File: config.mk
export PLATFORM = sky130hd
export DESIGN_NAME = integer_upscale_blit_unit
export DESIGN_NICKNAME = d
export VERILOG_FILES = /design/src/sv/upb_pkg.sv /design/src/sv/integer_upscale_blit_unit.sv
export SDC_FILE = /design/constraint.sdc
export NUM_CORES = 1
export LEC_CHECK = 0
export BUFFER_PORTS_ARGS = -buffer_cell sky130_fd_sc_hd__buf_2
export CAP_MARGIN = 0
export CORE_AREA = 10 10 271 273
export DETAILED_ROUTE_END_ITERATION = 10
export DIE_AREA = 0 0 281 283
export PLACE_DENSITY = 0.64
export SYNTH_ARGS = -nofsm -noshare
export SYNTH_HDL_FRONTEND = slang
export SYNTH_SLANG_ARGS = --single-unit
export TNS_END_PERCENT = 1
File: constraint.sdc
create_clock -name clk_i -period 8.8 [get_ports clk_i]
set_input_delay 1.32 -clock clk_i [delete_from_list [all_inputs] [get_ports clk_i]]
set_output_delay 1.32 -clock clk_i [all_outputs]
set_load 0.005 [all_outputs]
File: src/sv/upb_pkg.sv
// Shared widths, register indices and constants of the upscale blit unit.
// No dependencies.
`timescale 1ns / 1ps
`default_nettype none

package upb_pkg;

  localparam int PIX_W  = 16;
  localparam int ADDR_W = 24;
  localparam int RGBA_W = 32;
  localparam int REG_W  = 12;
  localparam int IDX_W  = 3;

  localparam logic [7:0] OPAQUE_ALPHA = 8'hFF;

  // configuration register indices
  localparam logic [IDX_W-1:0] REG_SRC_WIDTH  = 3'd0;
  localparam logic [IDX_W-1:0] REG_SRC_HEIGHT = 3'd1;
  localparam logic [IDX_W-1:0] REG_BUF_WIDTH  = 3'd2;
  localparam logic [IDX_W-1:0] REG_BUF_HEIGHT = 3'd3;
  localparam logic [IDX_W-1:0] REG_ROW_STRIDE = 3'd4;
  localparam logic [IDX_W-1:0] REG_VFLIP      = 3'd5;
  localparam logic [IDX_W-1:0] REG_HMIRROR    = 3'd6;
  localparam logic [IDX_W-1:0] REG_PIX_FORMAT = 3'd7;

endpackage

`default_nettype wire

File: src/sv/integer_upscale_blit_unit.sv
// Integer nearest-neighbour upscaler: source pixels in, framebuffer writes out.
// Depends on upb_pkg.
`timescale 1ns / 1ps
`default_nettype none

// One source pixel word is taken while in_stall_o is low. A pixel inside the
// source frame then runs through a short sequencer: factor pick, centring
// offset, block origin, clipping against the buffer and one row-base multiply,
// after which the clipped block is streamed one write word per cycle while
// out_stall_i is low, row by row, from a single output register. A pixel
// gives w*h words, w*h being the surviving part of its factor-by-factor block
// (at most 64 at factor 8). A pixel outside the frame, or whose block is
// fully clipped, gives no words. Row addresses are stepped by row_stride
// through one adder; x and y walk the clipped box, so last_of_run falls on
// the bottom-right surviving write. frame_start zeroes the raster position
// before its pixel is placed. Configuration may be written at any time but
// is meant to change only while the unit is idle.
module integer_upscale_blit_unit #(
  parameter int COORD_BITS = 12,
  parameter int MAX_FACTOR = 8
) (
  input  wire logic                       clk_i,
  input  wire logic                       rst_ni,
  // configuration
  input  wire logic                       cfg_we_i,
  input  wire logic [upb_pkg::IDX_W-1:0]  cfg_index_i,
  input  wire logic [upb_pkg::REG_W-1:0]  cfg_data_i,
  // source pixels
  input  wire logic                       in_valid_i,
  output logic                            in_stall_o,
  input  wire logic [upb_pkg::PIX_W-1:0]  pixel_value_i,
  input  wire logic                       frame_start_i,
  // framebuffer writes
  output logic                            out_valid_o,
  input  wire logic                       out_stall_i,
  output logic [upb_pkg::ADDR_W-1:0]      dest_address_o,
  output logic [upb_pkg::RGBA_W-1:0]      rgba_color_o,
  output logic                            last_of_run_o
);
  import upb_pkg::*;

  localparam int CW = (COORD_BITS > REG_W) ? COORD_BITS : REG_W;
  localparam int SW = 18; // signed working width for buffer coordinates

  localparam logic [2:0] ST_IDLE = 3'd0;
  localparam logic [2:0] ST_FAC  = 3'd1;
  localparam logic [2:0] ST_OFF  = 3'd2;
  localparam logic [2:0] ST_ORG  = 3'd3;
  localparam logic [2:0] ST_CLIP = 3'd4;
  localparam logic [2:0] ST_MUL  = 3'd5;
  localparam logic [2:0] ST_EMIT = 3'd6;

  // configuration registers
  logic [REG_W-1:0] src_w_q, src_h_q, buf_w_q, buf_h_q, stride_q;
  logic             vflip_q, hmirror_q, gray_q;

  // sequencer and raster position
  logic [2:0]            state_q, state_d;
  logic [COORD_BITS-1:0] col_q, col_d, row_q, row_d;

  // per-pixel working registers
  logic [23:0]          rgb_q, rgb_d;
  logic [REG_W-1:0]     px_q, px_d, py_q, py_d;
  logic [1:0]           fac_q, fac_d;
  logic signed [SW-1:0] off_x_q, off_x_d, off_y_q, off_y_d;
  logic signed [SW-1:0] dx0_q, dx0_d, dy0_q, dy0_d;
  logic [REG_W-1:0]     x_lo_q, x_lo_d, x_hi_q, x_hi_d;
  logic [REG_W-1:0]     y_lo_q, y_lo_d, y_hi_q, y_hi_d;
  logic [REG_W-1:0]     x_q, x_d, y_q, y_d;
  logic [ADDR_W-1:0]    row_base_q, row_base_d;

  // output register
  logic              out_valid_q, out_valid_d;
  logic [ADDR_W-1:0] out_addr_q, out_addr_d;
  logic [23:0]       out_rgb_q, out_rgb_d;
  logic              out_last_q, out_last_d;

  // ---- accept-time terms ----
  logic [COORD_BITS-1:0] base_col, base_row, col_inc;
  logic [CW-1:0]         col_ext, row_ext;
  logic                  in_frame, col_wrap;
  logic [REG_W-1:0]      col12, row12;
  logic [23:0]           rgb_conv;

  always_comb begin
    base_col = frame_start_i ? '0 : col_q;
    base_row = frame_start_i ? '0 : row_q;
    col_ext  = CW'(base_col);
    row_ext  = CW'(base_row);
    in_frame = (col_ext < CW'(src_w_q)) && (row_ext < CW'(src_h_q));
    col12    = col_ext[REG_W-1:0];
    row12    = row_ext[REG_W-1:0];
    col_inc  = base_col + COORD_BITS'(1);
    col_wrap = (CW'(col_inc) >= CW'(src_w_q)) || (col_inc == '0);
    if (gray_q) begin
      rgb_conv = {3{pixel_value_i[7:0]}};
    end else begin
      rgb_conv = {pixel_value_i[4:0],   pixel_value_i[4:2],
                  pixel_value_i[10:5],  pixel_value_i[10:9],
                  pixel_value_i[15:11], pixel_value_i[15:13]};
    end
  end

  // ---- factor pick: largest power of two, up to 8 and MAX_FACTOR, that fits both ways ----
  logic [1:0] fac_pick;
  always_comb begin
    fac_pick = 2'd0;
    for (int k = 1; k <= 3; k++) begin
      if (((1 << k) <= MAX_FACTOR) &&
          ((16'(src_w_q) << k) <= 16'(buf_w_q)) &&
          ((16'(src_h_q) << k) <= 16'(buf_h_q))) begin
        fac_pick = 2'(k);
      end
    end
  end

  // ---- centring offset, rounded toward zero ----
  logic [SW-1:0]        sw_sh, sh_sh;
  logic signed [SW-1:0] diff_x, diff_y, adj_x, adj_y;
  always_comb begin
    sw_sh  = SW'(src_w_q) << fac_q;
    sh_sh  = SW'(src_h_q) << fac_q;
    diff_x = $signed(SW'(buf_w_q)) - $signed(sw_sh);
    diff_y = $signed(SW'(buf_h_q)) - $signed(sh_sh);
    adj_x  = diff_x + $signed({{(SW-1){1'b0}}, diff_x[SW-1]});
    adj_y  = diff_y + $signed({{(SW-1){1'b0}}, diff_y[SW-1]});
  end

  // ---- clip box ----
  logic [3:0]           fm1;
  logic signed [SW-1:0] dx_end, dy_end, bw_m1, bh_m1;
  logic signed [SW-1:0] xl_s, xh_s, yl_s, yh_s;
  logic                 box_empty;
  always_comb begin
    fm1       = 4'((4'd1 << fac_q) - 4'd1);
    dx_end    = dx0_q + $signed(SW'(fm1));
    dy_end    = dy0_q + $signed(SW'(fm1));
    bw_m1     = $signed(SW'(buf_w_q)) - $signed(SW'(1));
    bh_m1     = $signed(SW'(buf_h_q)) - $signed(SW'(1));
    xl_s      = dx0_q[SW-1] ? '0 : dx0_q;
    yl_s      = dy0_q[SW-1] ? '0 : dy0_q;
    xh_s      = (dx_end < bw_m1) ? dx_end : bw_m1;
    yh_s      = (dy_end < bh_m1) ? dy_end : bh_m1;
    box_empty = (xl_s > xh_s) || (yl_s > yh_s);
  end

  logic [ADDR_W-1:0] row_prod;
  assign row_prod = {12'b0, y_lo_q} * {12'b0, stride_q};

  logic load, is_last, x_end;
  assign load    = !out_valid_q || !out_stall_i;
  assign x_end   = (x_q == x_hi_q);
  assign is_last = x_end && (y_q == y_hi_q);

  // ---- sequencer ----
  always_comb begin
    state_d     = state_q;
    col_d       = col_q;
    row_d       = row_q;
    rgb_d       = rgb_q;
    px_d        = px_q;
    py_d        = py_q;
    fac_d       = fac_q;
    off_x_d     = off_x_q;
    off_y_d     = off_y_q;
    dx0_d       = dx0_q;
    dy0_d       = dy0_q;
    x_lo_d      = x_lo_q;
    x_hi_d      = x_hi_q;
    y_lo_d      = y_lo_q;
    y_hi_d      = y_hi_q;
    x_d         = x_q;
    y_d         = y_q;
    row_base_d  = row_base_q;
    out_valid_d = out_valid_q;
    out_addr_d  = out_addr_q;
    out_rgb_d   = out_rgb_q;
    out_last_d  = out_last_q;

    if (out_valid_q && !out_stall_i) out_valid_d = 1'b0;

    unique case (state_q)
      ST_IDLE: begin
        if (in_valid_i) begin
          // position advance, row saturates
          if (col_wrap) begin
            col_d = '0;
            row_d = (base_row != '1) ? base_row + COORD_BITS'(1) : base_row;
          end else begin
            col_d = col_inc;
            row_d = base_row;
          end
          rgb_d = rgb_conv;
          px_d  = hmirror_q ? src_w_q - REG_W'(1) - col12 : col12;
          py_d  = vflip_q   ? src_h_q - REG_W'(1) - row12 : row12;
          if (in_frame) state_d = ST_FAC;
        end
      end
      ST_FAC: begin
        fac_d   = fac_pick;
        state_d = ST_OFF;
      end
      ST_OFF: begin
        off_x_d = adj_x >>> 1;
        off_y_d = adj_y >>> 1;
        state_d = ST_ORG;
      end
      ST_ORG: begin
        dx0_d   = off_x_q + $signed(SW'(px_q) << fac_q);
        dy0_d   = off_y_q + $signed(SW'(py_q) << fac_q);
        state_d = ST_CLIP;
      end
      ST_CLIP: begin
        x_lo_d  = xl_s[REG_W-1:0];
        x_hi_d  = xh_s[REG_W-1:0];
        y_lo_d  = yl_s[REG_W-1:0];
        y_hi_d  = yh_s[REG_W-1:0];
        state_d = box_empty ? ST_IDLE : ST_MUL;
      end
      ST_MUL: begin
        row_base_d = row_prod;
        x_d        = x_lo_q;
        y_d        = y_lo_q;
        state_d    = ST_EMIT;
      end
      ST_EMIT: begin
        if (load) begin
          out_valid_d = 1'b1;
          out_addr_d  = row_base_q + ADDR_W'(x_q);
          out_rgb_d   = rgb_q;
          out_last_d  = is_last;
          if (is_last) begin
            state_d = ST_IDLE;
          end else if (x_end) begin
            x_d        = x_lo_q;
            y_d        = y_q + REG_W'(1);
            row_base_d = row_base_q + ADDR_W'(stride_q);
          end else begin
            x_d = x_q + REG_W'(1);
          end
        end
      end
      default: state_d = ST_IDLE;
    endcase
  end

  // control state and configuration
  always_ff @(posedge clk_i or negedge rst_ni) begin
    if (!rst_ni) begin
      state_q     <= ST_IDLE;
      col_q       <= '0;
      row_q       <= '0;
      out_valid_q <= 1'b0;
      src_w_q     <= 12'd320;
      src_h_q     <= 12'd240;
      buf_w_q     <= 12'd640;
      buf_h_q     <= 12'd480;
      stride_q    <= 12'd640;
      vflip_q     <= 1'b0;
      hmirror_q   <= 1'b0;
      gray_q      <= 1'b0;
    end else begin
      state_q     <= state_d;
      col_q       <= col_d;
      row_q       <= row_d;
      out_valid_q <= out_valid_d;
      if (cfg_we_i) begin
        unique case (cfg_index_i)
          REG_SRC_WIDTH:  src_w_q   <= cfg_data_i;
          REG_SRC_HEIGHT: src_h_q   <= cfg_data_i;
          REG_BUF_WIDTH:  buf_w_q   <= cfg_data_i;
          REG_BUF_HEIGHT: buf_h_q   <= cfg_data_i;
          REG_ROW_STRIDE: stride_q  <= cfg_data_i;
          REG_VFLIP:      vflip_q   <= cfg_data_i[0];
          REG_HMIRROR:    hmirror_q <= cfg_data_i[0];
          REG_PIX_FORMAT: gray_q    <= cfg_data_i[0];
          default: ;
        endcase
      end
    end
  end

  // working and payload registers
  always_ff @(posedge clk_i) begin
    rgb_q      <= rgb_d;
    px_q       <= px_d;
    py_q       <= py_d;
    fac_q      <= fac_d;
    off_x_q    <= off_x_d;
    off_y_q    <= off_y_d;
    dx0_q      <= dx0_d;
    dy0_q      <= dy0_d;
    x_lo_q     <= x_lo_d;
    x_hi_q     <= x_hi_d;
    y_lo_q     <= y_lo_d;
    y_hi_q     <= y_hi_d;
    x_q        <= x_d;
    y_q        <= y_d;
    row_base_q <= row_base_d;
    out_addr_q <= out_addr_d;
    out_rgb_q  <= out_rgb_d;
    out_last_q <= out_last_d;
  end

  assign in_stall_o     = (state_q != ST_IDLE);
  assign out_valid_o    = out_valid_q;
  assign dest_address_o = out_addr_q;
  assign rgba_color_o   = {OPAQUE_ALPHA, out_rgb_q};
  assign last_of_run_o  = out_last_q;

endmodule

`default_nettype wire

==> flow_summary.toml, run 1 <==
[outcome]
status = "completed"

[grt]
gr-total-overflow = 0
grt_antenna_before_repair = 0
grt_pass1_wl_um = 119000
grt_pass1_vias = 22300
grtUsageTotal = 0.184
grt_max_degree = 71

[cells_and_area]
fin_nets = 3717
syn2layout_area_growth_pct = 9.11
final_common_cell = "nand2_1"
antenna-diode-count = 0
mostFrequentLayoutCells = "nand2_1 (370), ha_1 (338), inv_1 (320), edfxtp_1 (265), o21ai_0 (210)"
final_cell_area_um2 = 33100
drive_gt1_frac = 0.0815

[floorplan]
die_area_um2 = 79500
core_area_um2 = 68100
top_level_ports = 96
rows = 96
start_util = 0.445
die_y_um = 283
die_w_um = 281

[power]
leakage_nw = 14.5
power_density_nw_per_um2 = 419
ir_drop_uv = 368

[place]
place_congestion = 0.913
dpl_cell_area_um2 = 31600
dp_hpwl_um = 57700
portBuffers = 87
place_ws_ps = 2100

[route]
vias_per_cell = 5.45
totalWireLength_um = 74200
drc_errors = 0
drtIter0Drc = 1615
routedWlPerCell_um = 17.9
drt_pass1_iterations = 5
ant_nets = 0
num_vias = 22600

[sta]
tns_ps = 0
rsz0062_at_grt = "false"
layout_setup_ws_ps = 2100
worst_pin_slew_ps = 1230
skew_ps = 31.6
finalMaxSlewViolations = 0
timing_hold_violations_final = 0
fmax_ghz = 0.149
relSlewSlack = 0.176
period_share = 0.761
period_minus_slack_ps = 6700
finalSetupViolCount = 0

[yosys]
yosysWarnings = 0
synth_top_cell_by_area = "edfxtp_1"
ys.flop_type = "edfxtp_1"
yosys-top-cells-area = "edfxtp_1 (26%), ha_1 (14%), fa_1 (7.3%)"
yosys_register_bits = 356
async_flop_share = 0.256
synth.distinct_cells = 87
yosysTopAreaCellShare = 0.263
synth-edff-count = 265
seq_area_frac_synth = 0.338
syn_area_um2 = 30300
syn_inst = 3177
syn_area_per_cell_um2 = 9.54

[cts]
clockBufferDepth = 3
cts_buffers = 44
ctsHoldBuffers = 0
cts_max_level = 2
cts_setup_buffers = 0
clk_latency_ps = 590
cts_tree = "done"
clk_pin_slew_ps = 60
cts_root_buffer = "clkbuf_16"
cts_resized = 0
cts.sinks = 356

[critical_path]
cp.arrival_ps = 7160
r2r_cells = 33
end_kind = "flip-flop"
worstSetupPathType = "flip-flop to flip-flop"
slowest_delay_ps = 610
crit_path_max_fanout = 14
cp_data_required_time_ps = 9260
critPathLaunchType = "flip-flop"
slowest_stage = "a2bb2oi_1"

[min_path]
hold_path_class = "flip-flop to flip-flop"
whs_path_depth = 0

[job]
cap_viol_max_count = 0
-- worst paths after layout --
check	startpoint	end	slack [ps]
worst max-delay path	fac_q[1]	state_q[2]	2100
worst max register to register	fac_q[1]	state_q[2]	2100
min in group asynchronous	rst_ni	row_q[4]	630
max in group asynchronous	rst_ni	stride_q[5]	6950
worst min-delay path	rgb_q[15]	out_rgb_q[15]	420
worst min register to register	rgb_q[15]	out_rgb_q[15]	420
-- layout make-up --
class                      instances  area (um^2)
clock inverter                    31          322
timing repair buffer             101          543
sequential                       356        10300
clock buffer                      48         1140
tap                              882         1100
multi-input combinational       2408        18500
fill                            6341        35000
inverter                         321         1200
-- report_power, final --
group | total (mW) | internal, mW | switching [mW] | leakage, nW
clock | 1.84 | 1.09 | 0.756 | 0.683
sequential | 3.31 | 2.75 | 0.556 | 3.55
combinational | 8.71 | 3.83 | 4.89 | 10.3
-- metrics by stage --
| stage | std cells | hold WS, ps | util | power [mW] |
|---|---|---|---|---|
| after floorplan | 3185 | 400 | - | 10.0 |
| after global placement | 4068 | 402 | 0.464 | 12.0 |
| after detailed placement | 4068 | 405 | 0.464 | 12.0 |
| after CTS | 4147 | 415 | 0.486 | 14.0 |
| after global routing | 4147 | 420 | 0.486 | 15.3 |
| final | 4147 | 416 | 0.486 | 13.9 |
-- per-layer routing --
metal  vias to the layer above  wire length (um)  track usage  share of wire
met5                         -                 0            0              0
met4                         0              2010       0.0539          0.027
met3                       121              3690       0.0256          0.050
met2                       504             34800        0.305           0.47
met1                     10800             33700        0.247           0.45
li1                      11200                 -            -              -
-- cells in the mapped netlist, types with 9 or more instances --
| master | n |
|---|---|
| o21a_1 | 34 |
| dfrtp_1 | 77 |
| nor2_1 | 147 |
| and2_1 | 68 |
| mux2_2 | 41 |
| a21boi_0 | 9 |
| nand3_1 | 79 |
| o31ai_1 | 11 |
| dfstp_2 | 14 |
| xnor2_1 | 156 |
| nand4_1 | 44 |
| a211oi_1 | 26 |
| a21o_1 | 51 |
| o21bai_1 | 25 |
| o211ai_1 | 9 |
| fa_1 | 110 |
| nor4_1 | 14 |
| a31oi_1 | 11 |
| or3_1 | 14 |
| o21ai_0 | 210 |
| ha_1 | 338 |
| inv_1 | 320 |
| edfxtp_1 | 265 |
| and3_1 | 24 |
| mux2i_1 | 44 |
| nand2b_1 | 61 |
| a21oi_1 | 147 |
| nor2b_1 | 75 |
| nor3_1 | 50 |
| xor2_1 | 99 |
| clkbuf_1 | 83 |
| nand2_1 | 371 |
-- sequential cells by signal, summed over array words and instances (netlist names), 17 cells and up --
name and cells:
dy0_q 18, dx0_q 18, rgb_q 24, dest_address_o 24
row_base_q 24, out_rgb_q 24, off_x_q 17, off_y_q 17
-- worst max-delay path, delay by kind of cell (launching register included) --
family,cells,cell delay [ps]
simple gates,8,1150
flops,1,400
buf+inv,5,690
compound gates,15,3000
xor+xnor,1,140
fa+ha+maj,4,1210
-- cells by family after synthesis --
group | Yosys count | share of synthesized area
adders and majority gates | 448 | 0.212
muxes | 94 | 0.0362
buffers and inverters | 421 | 0.0537
AOI/OAI and AO/OA | 617 | 0.127
and+or+nand+nor | 983 | 0.158
xor gates and xnor gates | 256 | 0.0742
other | 2 | 0.000248
DFF | 356 | 0.338
(Power assumes the default switching activity.)
==> run 2, diff against run 1 <==
--- a/config.mk
+++ b/config.mk
@@ -5,12 +5,13 @@
 export SDC_FILE = /design/constraint.sdc
 export NUM_CORES = 1
 export LEC_CHECK = 0
+export ABC_AREA = 1
 export BUFFER_PORTS_ARGS = -buffer_cell sky130_fd_sc_hd__buf_2
 export CAP_MARGIN = 0
-export CORE_AREA = 10 10 271 273
+export CORE_AREA = 10 10 269 271
 export DETAILED_ROUTE_END_ITERATION = 10
-export DIE_AREA = 0 0 281 283
-export PLACE_DENSITY = 0.64
+export DIE_AREA = 0 0 279 281
+export PLACE_DENSITY = 0.65
 export SYNTH_ARGS = -nofsm -noshare
 export SYNTH_HDL_FRONTEND = slang
 export SYNTH_SLANG_ARGS = --single-unit
==> constraint.sdc (replaced) <==
create_clock -name clk_i -period 6.8 [get_ports clk_i]
set_input_delay 1.02 -clock clk_i [delete_from_list [all_inputs] [get_ports clk_i]]
set_output_delay 1.02 -clock clk_i [all_outputs]
set_load 0.005 [all_outputs]
==> run 2 against run 1 <==
Against the previous run:
- design area decreased by 1.2%
- final cell count is 8.7% higher
- routed wire length up 0.19%
- sequential power is 24% higher
- worst hold slack lost 22 ps
- via count grew 3.6%
- count of clock-buffer cells in the layout up 7
- register-to-register slack got worse by 1300 ps
- largest cell class unchanged
==> flow_summary.toml, run 2 <==
[yosys]
syn_area_um2 = 29800
synth_most_common_cell = "nand2_1"
syn_area_per_cell_um2 = 8.47
syn_inst = 3525
seq_area_frac_synth = 0.344
yosys_register_bits = 356
synth_top_cell_by_area = "edfxtp_1"
ys.flop_type = "edfxtp_1"
yosys-top-cells-area = "edfxtp_1 (27%), ha_1 (14%), nand2_1 (9.2%)"
ys_top_cells_by_count = "nand2_1 (732), inv_1 (550), ha_1 (338), o21ai_0 (298), edfxtp_1 (265)"
synth.distinct_cells = 68
yosysWarnings = 0
yosysTopAreaCellShare = 0.267
async_flop_share = 0.256
synth-edff-count = 265

[cts]
clk_pin_slew_ps = 60
cts_root_buffer = "clkbuf_16"
cts_tree = "done"
ctsHoldBuffers = 0
cts_resized = 0
clockBufferDepth = 3
cts.sinks = 356
cts_setup_buffers = 0
cts_buffers = 44
cts_max_level = 2
clk_latency_ps = 600

[route]
drc_errors = 0
totalWireLength_um = 74300
num_vias = 23400
drt_pass1_iterations = 6
ant_nets = 0
routedWlPerCell_um = 16.5
drtIter0Drc = 1770
vias_per_cell = 5.19

[floorplan]
top_level_ports = 96
die_w_um = 279
rows = 95
start_util = 0.447
core_area_um2 = 66800
die_y_um = 281
die_area_um2 = 78400

[power]
p_total_mw = 15.6
switching_share = 0.462
pwr-share-seq = 0.262
pwr-share-clk = 0.151
leakage_nw = 15.4
switchingPower_mw = 7.20
combinationalPowerShare = 0.586
ir_drop_uv = 334
power.internal_mw = 8.39
power_density_nw_per_um2 = 477

[critical_path]
crit_path_max_fanout = 8
critPathTopFamily = "compound AO/OA/AOI/OAI gates"
slowest_stage = "edfxtp_1"
crit_top_cell = "nand2_1"
rrSetupSlack_ps = 750
end_kind = "flip-flop"
slowest_delay_ps = 500
path_buf_inv = 5
critPathLaunchType = "flip-flop"
cp_data_required_time_ps = 7310
cp.arrival_ps = 6560
worstSetupPathType = "flip-flop to flip-flop"

[min_path]
hold_path_class = "input port to async pin"

[cells_and_area]
multi_input_area_um2 = 17200
mostFrequentLayoutCells = "nand2_1 (730), inv_1 (550), ha_1 (338), o21ai_0 (296), edfxtp_1 (265)"
fin_nets = 4082
final_cell_area_um2 = 32700
seq_area_um2 = 10300
drive_gt1_frac = 0.0666
final_common_cell = "nand2_1"
syn2layout_area_growth_pct = 9.49
fillCellCount = 6391

[sta]
fmax_ghz = 0.165
rsz0062_at_grt = "false"
layout_setup_ws_ps = 750
worst_pin_slew_ps = 999
skew_ps = 32.5
period_minus_slack_ps = 6050
relSlewSlack = 0.333
finalMaxSlewViolations = 0
timing_hold_violations_final = 0
finalSetupViolCount = 0
period_share = 0.890
tns_ps = 0

[place]
place_ws_ps = 507
portBuffers = 87
dp_hpwl_um = 58900
dpl_cell_area_um2 = 31200
place_congestion = 0.902

[grt]
grt_pass1_wl_um = 120000
grt_antenna_before_repair = 4
grtUsageTotal = 0.190
grt_max_degree = 70
gr-total-overflow = 0
grt_pass1_vias = 23100

[job]
cap_viol_max_count = 0

[outcome]
status = "completed"
## run 2: changes by cell type after synthesis, sizes merged, moves of 27 or more
cell	before	now
inv	320	558
nor2	147	228
nor2b	75	0
and2	68	2
nand2	371	739
o21a	34	7
nand3	80	134
o21ai	214	309
a21o	51	6
nand2b	61	0
mux2	41	0
xnor2	157	61
xor2	99	159
a21oi	147	190
## run 2: path summary, 6_finish.rpt
check                                 to  depth (start not counted)  startpoint
min in group clk_i         out_rgb_q[23]                          0   rgb_q[23]
max reg2reg                   state_q[0]                         35    fac_q[1]
max in group asynchronous    stride_q[8]                          2      rst_ni
min reg2reg                out_rgb_q[23]                          0   rgb_q[23]
max                           state_q[0]                         35    fac_q[1]
min                             row_q[5]                          1      rst_ni
## run 2: per-stage QoR
stage               instances   util  hold slack (ps)
floorplan                3533      -              400
global placement         4424  0.467              400
detailed placement       4424  0.467              405
CTS                      4506  0.489              378
global route             4506  0.489              415
finish                   4507  0.489              394
## run 2: final cells by class
type	count	area share
timing repair buffer	103	0.0171
tap	873	0.0334
antenna	1	0.0000766
inverter	563	0.0649
clock inverter	27	0.00858
multi-input combinational	2529	0.526
sequential	356	0.314
clock buffer	55	0.0359
## run 2: worst reg2reg max path, delay by kind of cell (launching register included)
| kind | cells | cell delay [ps] |
|---|---|---|
| AOI/OAI and AO/OA | 10 | 1970 |
| and+or+nand+nor | 16 | 1880 |
| adders and majority gates | 3 | 970 |
| DFF | 1 | 500 |
| buffers and inverters | 5 | 500 |
| xor gates and xnor gates | 1 | 160 |
## run 2: cell families (layout without fill, tap and decap cells)
| family | after synthesis | in the layout | share of synthesized area |
|---|---|---|---|
| simple gates | 1212 | 1212 | 0.171 |
| buf+inv | 648 | 748 | 0.0831 |
| compound gates | 606 | 606 | 0.111 |
| fa+ha+maj | 448 | 448 | 0.215 |
| flops | 356 | 356 | 0.344 |
| xor+xnor | 220 | 220 | 0.0648 |
| mux | 33 | 33 | 0.0111 |
| other cells | 2 | 11 | 0.000252 |
## run 2: power by group through the flow
stage	combinational, mW	clock [mW]	sequential (mW)
3_5_place_dp	9.14	0	4.12
3_3_place_gp	8.97	0	4.11
2_1_floorplan	7.17	0	3.84
4_1_cts	9.20	2.43	4.08
6_report	9.14	2.36	4.09
5_1_grt	10.7	2.51	4.16
## run 2: metal layers
metal  global-route usage  vias to the layer above  wire length [um]  part of all wire
met5                    0                        -                 0                 0
met4               0.0569                        0              1920             0.026
met3               0.0312                       93              4180             0.056
met2                0.324                      531             34900              0.47
met1                0.243                    11000             33200              0.45
li1                     -                    11800                 -                 -
